**config.mk**
```make
export PLATFORM = sky130hd
export DESIGN_NAME = token_bucket_shaper_core
export DESIGN_NICKNAME = d
export VERILOG_FILES = /design/src/design/tbs_pkg.sv /design/src/design/tbs_queue.sv /design/src/design/token_bucket_shaper_core.sv
export SDC_FILE = /design/constraint.sdc
export NUM_CORES = 1
export LEC_CHECK = 0
export CAP_MARGIN = 40
export CORE_UTILIZATION = 52
export CTS_CLUSTER_SIZE = 8
export DETAILED_ROUTE_END_ITERATION = 12
export DONT_BUFFER_PORTS = 1
export GPL_ROUTABILITY_DRIVEN = 0
export HOLD_SLACK_MARGIN = 0.08
export MAX_ROUTING_LAYER = met4
export PLACE_DENSITY = 0.67
export SLEW_MARGIN = 20
export SYNTH_ARGS = -nofsm -noshare
export SYNTH_HDL_FRONTEND = slang
export SYNTH_SLANG_ARGS = --single-unit
```
**constraint.sdc**
```tcl
create_clock -name clk -period 10.1 [get_ports clk]
set_clock_uncertainty 0.1 [all_clocks]
set_input_delay 0 -clock clk [delete_from_list [all_inputs] [get_ports clk]]
set_output_delay 0 -clock clk [all_outputs]
set_load 0.02 [all_outputs]
```
**src/design/tbs_pkg.sv**
```systemverilog
package tbs_pkg;

	// Event kinds carried on cmd; the unused fourth code acts as a service request.
	typedef enum logic [1:0] {
		CMD_TICK   = 2'd0,
		CMD_ARRIVE = 2'd1,
		CMD_SERVE  = 2'd2
	} cmd_t;

	// Result status codes.
	typedef enum logic [2:0] {
		ST_TOKEN_ADDED   = 3'd0,
		ST_TOKEN_DROPPED = 3'd1,
		ST_QUEUED        = 3'd2,
		ST_TOO_BIG       = 3'd3,
		ST_WAIT_FULL     = 3'd4,
		ST_SERVE         = 3'd5,
		ST_SERVE_EMPTY   = 3'd6
	} status_t;

	// Per-cycle queue operations.
	typedef struct packed {
		logic push;
		logic pop;
	} queue_ctl_t;

	localparam logic [15:0] DEPTH_RESET = 16'd10;

endpackage

```
**src/design/tbs_queue.sv**
```systemverilog
module tbs_queue #(
	parameter int DW    = 16,
	parameter int DEPTH = 16
) (
	input  logic                              clk,
	input  logic                              arst_n,
	input  tbs_pkg::queue_ctl_t               ctl,
	input  logic [DW-1:0]                     wdata,
	output logic [DW-1:0]                     head,
	output logic [$clog2(DEPTH+1)-1:0]        fill_next,
	output logic                              empty,
	output logic                              full
);
	import tbs_pkg::*;

	localparam int PW = (DEPTH > 1) ? $clog2(DEPTH) : 1;
	localparam int CW = $clog2(DEPTH+1);

	logic [DW-1:0] mem_q [DEPTH];
	logic [PW-1:0] head_q, tail_q, head_d, tail_d, rd_addr;
	logic [CW-1:0] fill_q;
	logic [DW-1:0] rd_q, wd_q;
	logic          byp_q;

	function automatic logic [PW-1:0] ptr_next(input logic [PW-1:0] p);
		return (p == PW'(DEPTH-1)) ? '0 : p + 1'b1;
	endfunction

	// Pointer and fill updates.
	assign head_d = ctl.pop  ? ptr_next(head_q) : head_q;
	assign tail_d = ctl.push ? ptr_next(tail_q) : tail_q;
	assign rd_addr = head_d;

	always_comb begin
		unique case ({ctl.push, ctl.pop})
			2'b10:   fill_next = fill_q + 1'b1;
			2'b01:   fill_next = fill_q - 1'b1;
			default: fill_next = fill_q;
		endcase
	end

	always_ff @(posedge clk or negedge arst_n) begin
		if (!arst_n) begin
			head_q <= '0;
			tail_q <= '0;
			fill_q <= '0;
			byp_q  <= 1'b0;
		end else begin
			head_q <= head_d;
			tail_q <= tail_d;
			fill_q <= fill_next;
			byp_q  <= ctl.push && (tail_q == rd_addr);
		end
	end

	// Storage with a registered read of the next head; a write to that same
	// entry in this cycle is forwarded through the bypass register.
	always_ff @(posedge clk) begin
		if (ctl.push) begin
			mem_q[tail_q] <= wdata;
		end
		rd_q <= mem_q[rd_addr];
		wd_q <= wdata;
	end

	assign head  = byp_q ? wd_q : rd_q;
	assign empty = (fill_q == '0);
	assign full  = (fill_q == CW'(DEPTH));

endmodule

```
**src/design/token_bucket_shaper_core.sv**
```systemverilog
// Token bucket shaper core.
// The event is taken into the input register, then the result register; done is high in the cycle
// after the input register loads.
// Throughput: one event per cycle; busy stays low, so start may be held high.
// The result register is loaded every cycle with an event; the receiver cannot stall.
// Reset (arst_n low) empties both queues, clears the bucket and counters,
// and sets the bucket depth to 10.
module token_bucket_shaper_core #(
	parameter int WAIT_DEPTH  = 16,
	parameter int SERVE_DEPTH = 16
) (
	input  logic        clk,
	input  logic        arst_n,
	input  logic        cfg_we,
	input  logic [15:0] cfg_wdata,
	input  logic        start,
	output logic        busy,
	input  logic [1:0]  cmd,
	input  logic [15:0] packet_id,
	input  logic [15:0] tokens_needed,
	output logic        done,
	output logic [2:0]  status,
	output logic        moved,
	output logic [15:0] moved_id,
	output logic [15:0] served_id,
	output logic [15:0] tokens_now,
	output logic [4:0]  wait_count,
	output logic [4:0]  service_count,
	output logic [31:0] dropped_tokens,
	output logic [31:0] dropped_packets,
	output logic [31:0] served_packets
);
	import tbs_pkg::*;

	localparam int WCW = $clog2(WAIT_DEPTH+1);
	localparam int SCW = $clog2(SERVE_DEPTH+1);

	// Input register.
	logic        valid_s1;
	logic [1:0]  cmd_s1;
	logic [15:0] pid_s1, need_s1;

	// Architectural state.
	logic [15:0] depth_q, level_q;
	logic [31:0] tdrop_q, pdrop_q, served_q;

	// Queue interfaces.
	queue_ctl_t     wctl, sctl;
	logic [31:0]    whead;
	logic [WCW-1:0] wfill_next;
	logic           wempty, wfull;
	logic [15:0]    shead;
	logic [SCW-1:0] sfill_next;
	logic           sempty, sfull;

	// Event evaluation.
	status_t     st;
	logic        attempt, do_move, do_pop, tinc, pinc;
	logic [15:0] level_a, level_d, hneed, hid;

	assign busy = 1'b0;

	always_ff @(posedge clk or negedge arst_n) begin
		if (!arst_n) begin
			valid_s1 <= 1'b0;
		end else begin
			valid_s1 <= start;
		end
	end

	always_ff @(posedge clk) begin
		if (start) begin
			cmd_s1  <= cmd;
			pid_s1  <= packet_id;
			need_s1 <= tokens_needed;
		end
	end

	// Decode the event and its effect on the bucket and the queues.
	always_comb begin
		st       = ST_SERVE_EMPTY;
		attempt  = 1'b0;
		do_pop   = 1'b0;
		tinc     = 1'b0;
		pinc     = 1'b0;
		level_a  = level_q;
		wctl     = '0;
		unique case (cmd_s1)
			CMD_TICK: begin
				if (level_q < depth_q) begin
					level_a = level_q + 16'd1;
					st      = ST_TOKEN_ADDED;
				end else begin
					tinc = 1'b1;
					st   = ST_TOKEN_DROPPED;
				end
				attempt = 1'b1;
			end
			CMD_ARRIVE: begin
				if (need_s1 > depth_q) begin
					pinc = 1'b1;
					st   = ST_TOO_BIG;
				end else if (wfull) begin
					pinc = 1'b1;
					st   = ST_WAIT_FULL;
				end else begin
					wctl.push = 1'b1;
					st        = ST_QUEUED;
					attempt   = 1'b1;
				end
			end
			default: begin
				if (!sempty) begin
					do_pop = 1'b1;
					st     = ST_SERVE;
				end
			end
		endcase

		// An arrival into an empty wait queue is its own head.
		hneed   = wempty ? need_s1 : whead[31:16];
		hid     = wempty ? pid_s1 : whead[15:0];
		do_move = attempt && (!wempty || wctl.push) && !sfull && (hneed <= level_a);
		level_d = do_move ? level_a - hneed : level_a;

		wctl.push = wctl.push && valid_s1;
		wctl.pop  = do_move && valid_s1;
		sctl.push = do_move && valid_s1;
		sctl.pop  = do_pop && valid_s1;
	end

	tbs_queue #(
		.DW    (32),
		.DEPTH (WAIT_DEPTH)
	) u_wait_q (
		.clk       (clk),
		.arst_n    (arst_n),
		.ctl       (wctl),
		.wdata     ({need_s1, pid_s1}),
		.head      (whead),
		.fill_next (wfill_next),
		.empty     (wempty),
		.full      (wfull)
	);

	tbs_queue #(
		.DW    (16),
		.DEPTH (SERVE_DEPTH)
	) u_serve_q (
		.clk       (clk),
		.arst_n    (arst_n),
		.ctl       (sctl),
		.wdata     (hid),
		.head      (shead),
		.fill_next (sfill_next),
		.empty     (sempty),
		.full      (sfull)
	);

	// Bucket, configuration and saturating counters.
	always_ff @(posedge clk or negedge arst_n) begin
		if (!arst_n) begin
			depth_q  <= DEPTH_RESET;
			level_q  <= '0;
			tdrop_q  <= '0;
			pdrop_q  <= '0;
			served_q <= '0;
		end else begin
			if (cfg_we) begin
				depth_q <= cfg_wdata;
			end
			if (valid_s1) begin
				level_q <= level_d;
				if (tinc && !(&tdrop_q)) begin
					tdrop_q <= tdrop_q + 32'd1;
				end
				if (pinc && !(&pdrop_q)) begin
					pdrop_q <= pdrop_q + 32'd1;
				end
				if (do_pop && !(&served_q)) begin
					served_q <= served_q + 32'd1;
				end
			end
		end
	end

	// Result register; the counters update at the same edge, so they are read
	// straight from the state registers.
	always_ff @(posedge clk or negedge arst_n) begin
		if (!arst_n) begin
			done <= 1'b0;
		end else begin
			done <= valid_s1;
		end
	end

	always_ff @(posedge clk) begin
		if (valid_s1) begin
			status        <= st;
			moved         <= do_move;
			moved_id      <= do_move ? hid : 16'd0;
			served_id     <= do_pop ? shead : 16'd0;
			tokens_now    <= level_d;
			wait_count    <= 5'(wfill_next);
			service_count <= 5'(sfill_next);
		end
	end

	assign dropped_tokens  = tdrop_q;
	assign dropped_packets = pdrop_q;
	assign served_packets  = served_q;

endmodule

```
; Word level (Yosys, flattened, before mapping)
; Memories as Yosys holds them, arrays and structs flattened. A register that Yosys moved wholly into a read port is not among the register bits.
; Cells that the tools add are included.
[word_totals]
mem_count = 2
input_bits = 54
output_inout_bits = 160
ram_bits = 768
ff_bits = 302
[op_classes]
mux = 35
n_reduce_logical = 27
add_sub_neg = 13
eq_ne = 13
magnitude_cmp = 3
[memory_table]
columns = memory, words, width, rd, rd_ports_with_merged_regs, wr, line
row1 = u_wait_q.mem_q, 16, 32, 1, 1, 1, tbs_queue.sv:19  ; logic [DW-1:0] mem_q [DEPTH];
row2 = u_serve_q.mem_q, 16, 16, 1, 1, 1, tbs_queue.sv:19
[op_table]
columns = operator, n
row1 = adder 32 x 1 -> 32 bit (second input constant), 3
row2 = 2-to-1 mux 16 bit, 6
row3 = AND reduction 32 bit, 3
row4 = 2-to-1 mux 32 bit, 1
row5 = 2-to-1 mux 4 bit, 6
row6 = case mux 5 bit (2 select lines), 2
row7 = adder 16 x 1 -> 16 bit (second input constant), 1
row8 = adder 4 x 1 -> 4 bit (second input constant), 4
row9 = equality test 4 bit (second input constant), 4
row10 = greater-than comparator 16 bit, 1
row11 = less-or-equal comparator 16 bit, 1
row12 = < comparator 16 bit, 1
row13 = subtractor 16 bit, 1
row14 = 2-to-1 mux 1 bit, 15
row15 = logical AND 1 bit, 11
row16 = adder 5 x 1 -> 5 bit (second input constant), 2
row17 = equality test 5 bit (second input constant), 2
row18 = logical NOT 5 bit, 2
row19 = subtractor 5 x 1 -> 5 bit (second input constant), 2
row20 = equality test 4 bit, 2
row21 = equality test 2 x 1 -> 1 bit (second input constant), 3
row22 = 2-to-1 mux 3 bit, 2
row23 = case mux 3 bit (2 select lines), 1
row24 = AND reduction 2 bit, 3
row25 = other kinds (7), 12

; Longest topological paths before layout
[logic_depth]
ltp_word = 12
depth_mapped = 31
depth_no_buf = 29

; Cells and area by module
; A second synthesis with hierarchy kept.
[hier_totals]
hier_cells = 3080
hier_area_um2 = 45813.9
[by_module_without_submodules]
columns = module, instances, seq_area_each_um2, cells_per_inst, area_per_inst_um2
row1 = tbs_queue (u_wait_q), 1, 17006.3, 1353, 22616.7
row2 = tbs_queue (u_serve_q), 1, 8678.3, 774, 11911.4
row3 = token_bucket_shaper_core, 1, 6138.4, 953, 11285.8

; Worst setup path after synthesis
; OpenSTA, ideal clock, no wires.
[synth_timing]
kind = register to register
from = register valid_s1
to = memory u_wait_q.mem_q[3][0] (enable)
path_slack_ns = 3.705
path_buffers = 0
period_less_slack_ns = 6.395
stages_incl_launch_ff = 6
arrival_ns = 5.793
path_cell_list = dfrtp_1 > inv_1 > or3_1 > nor2_1 > inv_1 > nor4_1
[synth_via]
elab_chain_cells = 3
[synth_rtl]
columns = element, line
row1 = from (decl), token_bucket_shaper_core.sv:39  ; logic valid_s1;
row2 = from (signal assigned), token_bucket_shaper_core.sv:67  ; valid_s1 <= start;
row3 = logical AND 1 bit, token_bucket_shaper_core.sv:126  ; wctl.push = wctl.push && valid_s1;
row4 = 2-to-1 mux 1 bit, tbs_queue.sv:59  ; if (ctl.push) begin
row5 = 2-to-1 mux 1 bit (not written as such), tbs_queue.sv:60  ; mem_q[tail_q] <= wdata;
row6 = to (decl), tbs_queue.sv:19
; Every way passes these cells.

; Worst setup path in the final report
[layout_timing]
from = register level_q[15]
to = register u_wait_q.rd_q[14] (read register of u_wait_q.mem_q)
[layout_via]
elab_chain_cells = 7
elab_cells_between_ends = 8
cone_classes = add/sub: 1 / order compare: 2 / mux: 3 / reduce/logical: 2
[layout_rtl]
columns = element, line
row1 = from (decl), token_bucket_shaper_core.sv:44  ; logic [15:0] depth_q, level_q;
row2 = from (signal assigned), token_bucket_shaper_core.sv:173  ; level_q <= level_d;
row3 = adder 16 x 1 -> 16 bit or < comparator 16 bit (tied branches), "token_bucket_shaper_core.sv:91, token_bucket_shaper_core.sv:90"
row4 = 2-to-1 mux 16 bit, token_bucket_shaper_core.sv:90  ; if (level_q < depth_q) begin
row5 = 2-to-1 mux 16 bit *, token_bucket_shaper_core.sv:88  ; unique case (cmd_s1)
row6 = less-or-equal comparator 16 bit *, token_bucket_shaper_core.sv:123  ; do_move = attempt && (!wempty || wctl.push) && !sfull && (hneed <= level_a);
row7 = logical AND 1 bit *, token_bucket_shaper_core.sv:123
row8 = logical AND 1 bit *, token_bucket_shaper_core.sv:127  ; wctl.pop = do_move && valid_s1;
row9 = 2-to-1 mux 4 bit *, tbs_queue.sv:30  ; assign head_d = ctl.pop ? ptr_next(head_q) : head_q;
row10 = named net u_wait_q.head_d[1], tbs_queue.sv:20  ; logic [PW-1:0] head_q, tail_q, head_d, tail_d, rd_addr;
row11 = to (decl), tbs_queue.sv:22  ; logic [DW-1:0] rd_q, wd_q;
; Mark *: on every way through the listed nets, which the timed path passes. The rest lies on a longest branch.
; A chain may end at the register's enable or synchronous reset.

==> run summary <==
IR Drop Worst-Case VDD - 0.258 mV
Dpl hpwl - 64100 um
Synthesized flop and latch total - 1118
RR Startpoint - level_q[15]$_DFFE_PN0P_
Synthesized net count - 3455
Pin count of the biggest net entering global routing - 157
Leading cell type in the layout, fill and taps excluded - edfxtp_1
Largest cells by area after synthesis - edfxtp_1 57%, dfrtp_1 8.6%, nand2_1 4.8%
Largest stage delay on the critical path - 0.67 ns
Filler instances - 6240
Clock latency at the later pin of the worst-skew pair - 0.75 ns
Worst EP required - 10.61 ns
Hold Startpoint - start
TritonCTS Buffers - 157
Top-Level Pins - 214
Port Buffer Count - 0
Clock Sinks - 1118
Clock buffer depth - 3
Synth warn - 0
Rows - 107
Status - finished, final reports clean
Fin Setup TNS - 0 ns
Initial Util - 52.9%
Die Y - 297 um
Die Span X - 297 um
Sequential area share after synthesis - 70.1%
Critical path class - register to register
Setup Buffers After CTS - 0
Cell Area, Synth - 45400 um^2
Avg Inst Size Synth - 13.6 um^2
Critical Path Most Common Cell - nand2_1
Final Cell Area - 53000 um^2
Critical path fanouts, max - 34
P_leak - 19.0 nW
Period minus WS final - 7.95 ns
Worst Hold Class - input port to register
Pre-Repair DR Iteration Count - 6
Final period utilization - 78.7%
Reg-to-reg setup timing slack - 2.15 ns
Initial antenna violation count - 0
Vias/cell - 5.98
DP Area - 47000 um^2
Starting DRT DRC Count - 2911
CTS tree - done
Synth Flop Type - edfxtp_1
Least-Margin Pin Slew - 0.863 ns
Clock H-tree levels - 4
Final Hold Viols - 0
Critical Path AT - 8.46 ns
Setup WS pre-CTS - 2.33 ns
Pins Over Slew Limit - 0
Commonest non-fill, non-tap cells in the layout - 864 x edfxtp_1, 578 x nand2_1, 158 x clkbuf_16, 154 x dfrtp_1, 145 x a311oi_1
Via count - 28.5k
Core ar. - 85800 um^2
Die footprint - 88500 um^2
Layout area overhead - 16.7%
Final worst setup slack - 2.15 ns
Asr flop ratio synth - 14.1%
Setup crit end - u_wait_q.rd_q[14]$_DFF_P_
F_max - 126 MHz
Yosys cell types - 77
# Max-Cap Violations - 0
Post-synth EDFFs - 864
Area share of the largest cell type after synthesis - 57.2%
Vias in the first global route - 28.4k
Root Buffer - clkbuf_16
WL/cell - 23.5 um
Aggregate global routing overflow - 0
Final wirelength - 112000 um
Worst reg2reg path depth - 26
Clk slew on worst S/H paths - 0.06 ns
Final setup fails - 0
R2R Path End - u_wait_q.rd_q[14]$_DFF_P_
First-pass GRT wire length - 172000 um
Syn Inst Count - 3333
Gr usage total - 26.0%
RSZ-0062 raised after global routing - false
Worst path slowest cell - mux2i_4
Setup crit end kind - register
Crit path from - level_q[15]$_DFFE_PN0P_
Layout net count - 3624
ANT cells - 0
Setup crit start kind - register
Layout cells sized above 1 - 9.50%
# DRC - 0
Worst slew margin - 41.7%
Cell taking the most area after synthesis - edfxtp_1
Pwr Density - 296 nW/um^2
Antenna-violating nets left - 0
==> cell usage after synthesis (6+ instances only) <==
cell type  count
nand2b_1       8
or4_1         33
dfxtp_1       96
nor2b_1       25
nor3_1        16
xnor2_1      103
clkbuf_1     129
edfxtp_1     864
a211oi_1      95
a21o_1         9
buf_6          8
a311oi_1     145
xor2_1        46
inv_1         54
and2_1        25
nand2_1      578
nand3_1      124
o21ai_0       65
a21boi_0      96
buf_1         15
ha_1          67
a21oi_1       63
nor4_1         8
and4_1        14
nor2_1       101
a211oi_2       6
nand4_1       25
mux2_2        22
o22ai_1       32
buf_2         34
mux2i_1      116
a31oi_1       25
and3_1        56
dfrtp_1      156
==> report_power, final <==
| group | internal, W | leakage, nW | switching (W) |
|---|---|---|---|
| Clock | 0.00296 | 2.22 | 0.00196 |
| Sequential | 0.00570 | 10.8 | 0.000480 |
| Combinational | 0.00158 | 6.06 | 0.00302 |
==> worst min-delay path by stage <==
stage,to,cells past startpoint
after floorplan,depth_q[0]$_DFFE_PN0P_,0
final,valid_s1$_DFF_PN0_,2
after detailed placement,dropped_packets[11]$_DFFE_PN0P_,0
after global routing,valid_s1$_DFF_PN0_,2
after global placement,dropped_packets[11]$_DFFE_PN0P_,0
after CTS,valid_s1$_DFF_PN0_,2
==> timing repair <==
item / 4_1_cts / 5_1_grt
endpoints found under the hold margin: 243 / 1
hold buffers: 107 / 1
gates resized for setup: 0 / 0
==> layer usage <==
metal	track usage, %	routed length (um)
met1	34.7	47100
met2	41.3	54800
met3	4.13	8010
met4	7.51	2570
met5	-	0
==> flip-flops by register name, summed over array words and instances, names as in the netlist, 32 cells and up <==
name / count
u_wait_q.mem_q: 512
dropped_tokens: 32
dropped_packets: 32
served_packets: 32
u_wait_q.wd_q: 32
u_wait_q.rd_q: 32
u_serve_q.mem_q: 256
==> worst max-delay path: cells and delay by family (launching register included) <==
family | cells | cell delay, ns
adders and majority gates | 2 | 0.70
DFF | 1 | 0.43
muxes | 1 | 0.67
AOI/OAI and AO/OA | 2 | 0.64
buffers and inverters | 4 | 1.33
and+or+nand+nor | 16 | 3.73
xor gates and xnor gates | 1 | 0.16
==> through the flow <==
step	std cells	hold WS (ns)	util, %	total power [W]
global route	4775	0.170	61.7	0.0164
global placement	4351	-0.392	54.4	0.0105
finish	4775	0.194	61.7	0.0157
floorplan	3333	-0.396	-	0.00927
CTS	4769	0.165	61.6	0.0157
detailed placement	4374	-0.392	54.8	0.0107
==> cell families (layout without fill, tap and decap cells) <==
group | after synthesis | after routing | synth area share (%)
and+or+nand+nor | 1034 | 1034 | 10.4
muxes | 140 | 140 | 3.20
DFF | 1118 | 1118 | 70.1
AOI/OAI and AO/OA | 578 | 578 | 9.29
other | 1 | 1 | 0.00826
adders and majority gates | 68 | 68 | 1.89
xor gates and xnor gates | 149 | 149 | 2.87
buffers and inverters | 245 | 543 | 2.27
==> final cells by class <==
class	count	area [um^2]	share of cell area [%]
Sequential cell	1118	31800	60.1
Multi-Input combinational cell	1970	12700	24.0
Clock buffer	275	4390	8.29
Timing Repair Buffer	198	2080	3.93
Tap cell	1144	1430	2.70
Clock inverter	13	325	0.614
Inverter	57	215	0.406
Note: power is estimated with default switching activity, not from simulation.
